[src/hw/rtl/mm3_pkg.sv]
`timescale 1ns / 1ps
// ----------------------------------------------------------------------------
// mm3_pkg
// Shared constants and types for the 3x3 integer matrix multiplier.
// ----------------------------------------------------------------------------
package mm3_pkg;

  localparam int DIM_DEFAULT        = 3;
  localparam int ELEM_WIDTH_DEFAULT = 16;

  localparam int PROD_WIDTH  = 33;
  localparam int IDX_WIDTH   = 2;
  localparam int OUT_FIELD_W = PROD_WIDTH + 2 * IDX_WIDTH;
  localparam int OUT_TDATA_W = ((OUT_FIELD_W + 7) / 8) * 8;

  typedef struct packed {
    logic valid;
    logic first;
    logic last;
  } mac_ctl_t;

endpackage

[src/hw/rtl/mm3_store.sv]
`timescale 1ns / 1ps
// ----------------------------------------------------------------------------
// mm3_store
// Matrix element store: one write port, one read port, registered read data.
// ----------------------------------------------------------------------------
module mm3_store #(
  parameter int DEPTH = 9,
  parameter int WIDTH = 16,
  parameter int AW    = 4
) (
  input  logic             clk,
  input  logic             wr_en,
  input  logic [AW-1:0]    wr_addr,
  input  logic [WIDTH-1:0] wr_data,
  input  logic [AW-1:0]    rd_addr,
  output logic [WIDTH-1:0] rd_data
);

  logic [WIDTH-1:0] mem [DEPTH];

  always_ff @(posedge clk) begin
    if (wr_en) begin
      mem[wr_addr] <= wr_data;
    end
    rd_data <= mem[rd_addr];
  end

endmodule

[src/hw/rtl/mm3_mac.sv]
`timescale 1ns / 1ps
// ----------------------------------------------------------------------------
// mm3_mac
// Shared multiply-accumulate unit: registered product, then 33-bit wrapping
// accumulate. Clears on the first term, flags done after the last term.
// ----------------------------------------------------------------------------
module mm3_mac
  import mm3_pkg::*;
#(
  parameter int ELEM_WIDTH = ELEM_WIDTH_DEFAULT
) (
  input  logic                  clk,
  input  logic                  rst,
  input  mac_ctl_t              ctl,
  input  logic [ELEM_WIDTH-1:0] a,
  input  logic [ELEM_WIDTH-1:0] b,
  output logic [PROD_WIDTH-1:0] acc,
  output logic                  done
);

  logic signed [2*ELEM_WIDTH-1:0] prod;
  logic signed [63:0]             prod_wide;
  logic [PROD_WIDTH-1:0]          prod_ext;
  mac_ctl_t                       ctl_p;

  always_ff @(posedge clk) begin
    prod <= $signed(a) * $signed(b);
  end

  assign prod_wide = 64'(prod);
  assign prod_ext  = prod_wide[PROD_WIDTH-1:0];

  always_ff @(posedge clk) begin
    if (rst) begin
      ctl_p <= '0;
      done  <= 1'b0;
    end else begin
      ctl_p <= ctl;
      done  <= ctl_p.valid && ctl_p.last;
    end
  end

  always_ff @(posedge clk) begin
    if (ctl_p.valid) begin
      acc <= ctl_p.first ? prod_ext : acc + prod_ext;
    end
  end

endmodule

[src/hw/rtl/matrix_multiply_3x3.sv]
`timescale 1ns / 1ps
// ----------------------------------------------------------------------------
// matrix_multiply_3x3
// Streams in A then B row-major, streams out A*B row-major at full precision.
// ----------------------------------------------------------------------------
// Input words load one per cycle: the first DIM*DIM fill A, the next DIM*DIM
// fill B. After the last B word the block stops taking input and computes
// the product entries one at a time on a single shared multiply-accumulate
// unit, DIM terms per entry. Each entry passes through the store reads, the
// registered multiply and the accumulate, then goes out as one output word;
// a stalled output holds it. Output words carry the row and column; tlast
// marks the last entry.
module matrix_multiply_3x3
  import mm3_pkg::*;
#(
  parameter int  DIM        = DIM_DEFAULT,
  parameter int  ELEM_WIDTH = ELEM_WIDTH_DEFAULT,
  localparam int IN_TDATA_W = ((ELEM_WIDTH + 7) / 8) * 8
) (
  input  logic                   clk,
  input  logic                   rst,
  input  logic                   s_axis_tvalid,
  output logic                   s_axis_tready,
  input  logic [IN_TDATA_W-1:0]  s_axis_tdata,  // element_value
  output logic                   m_axis_tvalid,
  input  logic                   m_axis_tready,
  output logic [OUT_TDATA_W-1:0] m_axis_tdata,  // product_value, row_index, column_index
  output logic                   m_axis_tlast   // last_entry
);

  localparam int CELLS = DIM * DIM;
  localparam int CW    = $clog2(CELLS);
  localparam int LW    = $clog2(2 * CELLS);
  localparam int IW    = $clog2(DIM);
  localparam int PAD_W = OUT_TDATA_W - OUT_FIELD_W;

  typedef enum logic [2:0] {
    S_LOAD = 3'b001,
    S_CALC = 3'b010,
    S_EMIT = 3'b100
  } state_t;

  state_t                state;
  logic [LW-1:0]         load_cnt;
  logic [IW-1:0]         row_q;
  logic [IW-1:0]         col_q;
  logic [IW-1:0]         k_q;
  logic                  issuing;
  mac_ctl_t              rd_ctl;
  mac_ctl_t              issue_ctl;

  logic [PROD_WIDTH-1:0] out_product;
  logic [IDX_WIDTH-1:0]  out_row;
  logic [IDX_WIDTH-1:0]  out_col;
  logic                  out_last;

  logic                  in_acc;
  logic                  load_a;
  logic                  load_b;
  logic [CW-1:0]         a_wr_addr;
  logic [CW-1:0]         b_wr_addr;
  logic [LW-1:0]         b_offset;
  logic [CW-1:0]         a_rd_addr;
  logic [CW-1:0]         b_rd_addr;
  logic [ELEM_WIDTH-1:0] a_data;
  logic [ELEM_WIDTH-1:0] b_data;
  logic [PROD_WIDTH-1:0] acc;
  logic                  mac_done;
  logic                  entry_last;
  logic [31:0]           row_ext;
  logic [31:0]           col_ext;

  assign s_axis_tready = (state == S_LOAD);
  assign in_acc        = s_axis_tvalid && s_axis_tready;
  assign load_a        = in_acc && (load_cnt < LW'(CELLS));
  assign load_b        = in_acc && (load_cnt >= LW'(CELLS));
  assign a_wr_addr     = load_cnt[CW-1:0];
  assign b_offset      = load_cnt - LW'(CELLS);
  assign b_wr_addr     = b_offset[CW-1:0];

  assign a_rd_addr = CW'(int'(row_q) * DIM + int'(k_q));
  assign b_rd_addr = CW'(int'(k_q) * DIM + int'(col_q));

  assign entry_last = (row_q == IW'(DIM - 1)) && (col_q == IW'(DIM - 1));
  assign row_ext    = 32'(row_q);
  assign col_ext    = 32'(col_q);

  always_comb begin
    issue_ctl.valid = (state == S_CALC) && issuing;
    issue_ctl.first = (k_q == '0);
    issue_ctl.last  = (k_q == IW'(DIM - 1));
  end

  mm3_store #(
    .DEPTH (CELLS),
    .WIDTH (ELEM_WIDTH),
    .AW    (CW)
  ) u_store_a (
    .clk     (clk),
    .wr_en   (load_a),
    .wr_addr (a_wr_addr),
    .wr_data (s_axis_tdata[ELEM_WIDTH-1:0]),
    .rd_addr (a_rd_addr),
    .rd_data (a_data)
  );

  mm3_store #(
    .DEPTH (CELLS),
    .WIDTH (ELEM_WIDTH),
    .AW    (CW)
  ) u_store_b (
    .clk     (clk),
    .wr_en   (load_b),
    .wr_addr (b_wr_addr),
    .wr_data (s_axis_tdata[ELEM_WIDTH-1:0]),
    .rd_addr (b_rd_addr),
    .rd_data (b_data)
  );

  mm3_mac #(
    .ELEM_WIDTH (ELEM_WIDTH)
  ) u_mac (
    .clk  (clk),
    .rst  (rst),
    .ctl  (rd_ctl),
    .a    (a_data),
    .b    (b_data),
    .acc  (acc),
    .done (mac_done)
  );

  // sequencer
  always_ff @(posedge clk) begin
    if (rst) begin
      state    <= S_LOAD;
      load_cnt <= '0;
      row_q    <= '0;
      col_q    <= '0;
      k_q      <= '0;
      issuing  <= 1'b0;
      rd_ctl   <= '0;
    end else begin
      rd_ctl <= issue_ctl;
      case (state)
        S_LOAD: begin
          if (in_acc) begin
            if (load_cnt == LW'(2 * CELLS - 1)) begin
              load_cnt <= '0;
              row_q    <= '0;
              col_q    <= '0;
              k_q      <= '0;
              issuing  <= 1'b1;
              state    <= S_CALC;
            end else begin
              load_cnt <= load_cnt + 1'b1;
            end
          end
        end
        S_CALC: begin
          if (issuing) begin
            if (k_q == IW'(DIM - 1)) begin
              issuing <= 1'b0;
            end else begin
              k_q <= k_q + 1'b1;
            end
          end
          if (mac_done) begin
            state <= S_EMIT;
          end
        end
        S_EMIT: begin
          if (m_axis_tready) begin
            k_q <= '0;
            if (entry_last) begin
              state <= S_LOAD;
            end else begin
              issuing <= 1'b1;
              state   <= S_CALC;
              if (col_q == IW'(DIM - 1)) begin
                col_q <= '0;
                row_q <= row_q + 1'b1;
              end else begin
                col_q <= col_q + 1'b1;
              end
            end
          end
        end
        default: begin
          state <= S_LOAD;
        end
      endcase
    end
  end

  // output word
  always_ff @(posedge clk) begin
    if (state == S_CALC && mac_done) begin
      out_product <= acc;
      out_row     <= row_ext[IDX_WIDTH-1:0];
      out_col     <= col_ext[IDX_WIDTH-1:0];
      out_last    <= entry_last;
    end
  end

  assign m_axis_tvalid = (state == S_EMIT);
  assign m_axis_tdata  = {PAD_W'(0), out_col, out_row, out_product};
  assign m_axis_tlast  = out_last;

endmodule

[config.mk]
export PLATFORM = sky130hd
export DESIGN_NAME = matrix_multiply_3x3
export DESIGN_NICKNAME = d
export VERILOG_FILES = /design/src/hw/rtl/mm3_pkg.sv /design/src/hw/rtl/mm3_store.sv /design/src/hw/rtl/mm3_mac.sv /design/src/hw/rtl/matrix_multiply_3x3.sv
export SDC_FILE = /design/constraint.sdc
export NUM_CORES = 1
export LEC_CHECK = 0
export ABC_CLOCK_PERIOD_IN_PS = 13500
export CAP_MARGIN = 20
export CORE_MARGIN = 3
export CORE_UTILIZATION = 57
export CTS_CLUSTER_DIAMETER = 150
export DETAILED_ROUTE_END_ITERATION = 7
export DONT_BUFFER_PORTS = 1
export HOLD_SLACK_MARGIN = 0.12
export PLACE_DENSITY = 0.69
export SYNTH_ARGS = -nofsm -noshare
export SYNTH_HDL_FRONTEND = slang
export SYNTH_SLANG_ARGS = --single-unit
[constraint.sdc]
create_clock -name clk -period 13.5 [get_ports clk]
set_input_delay 0 -clock clk [delete_from_list [all_inputs] [get_ports clk]]
set_output_delay 0 -clock clk [all_outputs]
set_load 0.01 [all_outputs]
==> flow_metrics.tcl <==
set metrics [dict create \
    synth_top_family_by_area "adder cells" \
    placedCellCount 2705 \
    yosys.area_share.simple_pct 9.39 \
    place_hpwl_mm 38.7 \
    placement.cell_area_sq_um 28100 \
    detailedRoute.firstPassIterationCount 5 \
    cts.reportedPaths.clkPinSlew_ps 60 \
    critical_path_buf_inv_count 3 \
    maxClockFrequency_ghz 0.156 \
    finalHoldViolations 0 \
    worstHoldPathType "in2reg" \
    grt_pass1_vias 16838 \
    drive_gt1_share_pct 8.08 \
    power.leakage_uw 0.0118 \
    finalClockSkew_ps 25.9 \
    final-max-slew-violation-count 0 \
    worst_hold_slack_ps 231 \
    timing.final.crit_share_pct 47.6 \
    stdcell_count 2812 \
    core-area_sq_um 47100 \
    setup_viol 0 \
    clock_tree_from_tritoncts "yes" \
    synthMostInstantiatedCell "sky130_fd_sc_hd__edfxtp_1" \
    worstPathArrival_ps 6900 \
    routed_via_density 5.58 \
    drt_iter0_drc 1041 \
    slew_at_the_pin_with_the_worst_max_slew_slack_ps 1020 \
    power.density_cell_area_nw_per_um2 211 \
    synth_top_area_share_pct 39.2 \
    fp.dieArea_sq_um 50900 \
    end_kind "flop" \
    critical_path.startpoint_type "flop" \
    clkSinkCount 445 \
    avgSynthCellArea_sq_um 12.7 \
    grt_setup_unrepaired "no" \
    remaining_drc_errors 0 \
    row_count 79 \
    synth.cells.most_frequent "sky130_fd_sc_hd__edfxtp_1 (359), sky130_fd_sc_hd__inv_1 (306), sky130_fd_sc_hd__fa_1 (267)" \
    ff_latch_area_sq_um 12500 \
    syn-cell-area_sq_um 27500 \
    min_period_ps 6430 \
    gp_congestion 0.877 \
    detail_route.wl_per_cell_um 19.5 \
    power.ir.vdd_worst_mv 0.194 \
    grtUsageTotal_pct 22.7 \
    timing.critical_path.cells "nand2_1, fa_1, inv_1, fa_1, fa_1, fa_1, fa_1, inv_1, fa_1, inv_1, ha_1, and4_1, and2_1, nand2_1, o221ai_1, o21ai_1, a21oi_1, o21ai_0, o21ai_0, xor2_1" \
    ys_top_cells_by_area "sky130_fd_sc_hd__edfxtp_1 (39%), sky130_fd_sc_hd__fa_1 (19%), sky130_fd_sc_hd__dfxtp_1 (6.3%)" \
    worst_skew_pair.late_latency_ps 600 \
    die_height_um 226 \
    cp_slowest_stage_delay_ps 800 \
    postRouteWirelength_mm 54.9 \
    fillCellCount 3538 \
    crit_fanout 16 \
    cp_data_required_time_ps 13970 \
    worst_path_max_delay_cell "sky130_fd_sc_hd__dfxtp_1" \
    worst-setup-path-type "reg2reg" \
    seq_total_area_yosys_pct 45.4 \
    multiInputGateArea_sq_um 13500 \
    total_of_warnings_raised_by_yosys 0 \
    cts-htree-levels 2 \
    ys.flop_type "sky130_fd_sc_hd__edfxtp_1" \
    maximum_clock_insertion_buffer_count 3 \
    slew-limit-headroom_pct 31.7 \
    ctsRootBufferMaster "sky130_fd_sc_hd__clkbuf_16" \
    num-nets-final 2582 \
    synth_edf_count 359 \
    port-buffer-count 0 \
    run_status "finished, final reports clean" \
    post_synth_inst_count 2159 \
    initial_core_util_pct 58.3 \
    grt_pass1_wl_mm 90.7 \
    area_growth_synth_to_finish_pct 7.88 \
    remaining_global_route_overflow 0 \
    die_width_um 226 \
    routed-via-count 15686 \
    synth_compound_gate_area_share_pct 5.68 \
    design.portCount 63 \
    synth_fa_ha_area_share_pct 25.3 \
    non_filler_cell_area_final_sq_um 29700 \
    postSynthRegisterBits 445 \
    post-synth-top-area-cell "sky130_fd_sc_hd__edfxtp_1" \
    grt_start_max_net_pins 71 \
    postRouteAntennaNets 0 \
    yosys-mux-area-fraction_pct 6.64 \
    synth_xor_xnor_area_share_pct 2.10 \
    fin_tns_setup_ps 0 \
    tritoncts.num_buffers 45 \
    synth-async-reset-ratio_pct 0 \
    max_cap_violations 0 \
    design_power_total_uw 6260 \
    synth_cell_type_count 78 \
    crit_path_leading_delay_family "adder cells" \
    antenna_found_initial 5 \
    critPathMostFrequentCell "sky130_fd_sc_hd__fa_1" \
]
per-layer routing:
metal,GRT usage (%),up-vias,wire length [um]
li1,-,7310,-
met1,30.8,7809,23700
met2,38.4,467,26900
met3,3.76,96,3010
met4,6.17,4,1220
met5,0,-,21
tightest hold or removal path: cells and delay by family:
family                 cells  cell delay (ps)
buffers and inverters      1              560
AND/OR/NAND/NOR            3              200
cells in the final DEF, fill, tap and decap left out, types with 9 or more instances in the layout:
cell type                       count
sky130_fd_sc_hd__buf_4             11
sky130_fd_sc_hd__fa_1             267
sky130_fd_sc_hd__nand3_1            9
sky130_fd_sc_hd__a21o_1            28
sky130_fd_sc_hd__ha_1             126
sky130_fd_sc_hd__clkinv_2          11
sky130_fd_sc_hd__dlygate4sd3_1     21
sky130_fd_sc_hd__nand2b_1          16
sky130_fd_sc_hd__nor3_1            10
sky130_fd_sc_hd__xnor2_1           41
sky130_fd_sc_hd__inv_1            306
sky130_fd_sc_hd__and3_1             9
sky130_fd_sc_hd__o21ai_0           77
sky130_fd_sc_hd__edfxtp_1         359
sky130_fd_sc_hd__a21oi_1           61
sky130_fd_sc_hd__nor2b_1           11
sky130_fd_sc_hd__a211oi_1          15
sky130_fd_sc_hd__nor2_1            65
sky130_fd_sc_hd__clkbuf_1          12
sky130_fd_sc_hd__clkbuf_16         45
sky130_fd_sc_hd__dfxtp_1           85
sky130_fd_sc_hd__nand2_1          218
sky130_fd_sc_hd__mux4_2            64
sky130_fd_sc_hd__and2_1           135
sky130_fd_sc_hd__xor2_1            25
sky130_fd_sc_hd__mux2i_1           34
registers in the layout (all words and copies together), names as in the netlist, 2 cells and up:
name               cells
col_q                  2
k_q                    2
load_cnt               5
out_col                2
out_product           33
out_row                2
rd_ctl                 3
row_q                  2
state                  3
u_mac.acc             33
u_mac.ctl_p            3
u_mac.prod            32
u_store_a.mem        144
u_store_a.rd_data     16
u_store_b.mem        144
u_store_b.rd_data     16
final timing paths:
path,slack [ps],to,start,depth (start not counted)
max,7070,u_mac.prod[30]$_DFF_P_,u_store_a.rd_data[9]$_DFF_P_,20
min,230,state[2]$_SDFFE_PP0P_,m_axis_tready,4
max reg2reg,7070,u_mac.prod[30]$_DFF_P_,u_store_a.rd_data[9]$_DFF_P_,20
min reg2reg,410,u_mac.done$_SDFF_PP0_,u_mac.ctl_p[0]$_SDFF_PP0_,2
report_power, final:
| part | internal (uW) | leakage [uW] | total, uW | switching, uW |
|---|---|---|---|---|
| combinational | 1520 | 0.00713 | 3420 | 1900 |
| clock | 649 | 0.000683 | 1170 | 525 |
| sequential | 1620 | 0.00395 | 1670 | 53.1 |
logic make-up (layout without fill, tap and decap cells):
logic type,Yosys count,after routing
flops,445,445
xor+xnor,66,66
buf+inv,381,422
mux,102,102
simple gates,523,523
other cells,1,6
compound gates,246,246
fa+ha+maj,395,395
metrics by stage:
step	utilization, %	worst slack, ps
final	62.9	7070
after global routing	62.9	6700
after CTS	62.9	7120
after detailed placement	59.5	7140
after global placement	59.4	7320
after floorplan	-	7700
final cells by class:
cell class,instances,area share (%)
flip-flops and latches,445,42.1
inverters,306,3.87
multi-input cells,1335,45.6
repair buffers,34,1.12
well taps,607,2.56
clock inverters,24,0.708
clock buffers,58,3.99
diodes,3,0.0253
what timing repair did:
action,in CTS,in global routing
hold endpoints to repair,316,0
resized for setup,0,0
hold buffers,21,0
setup buffers,0,0
Power figures use the tool's default switching activity.
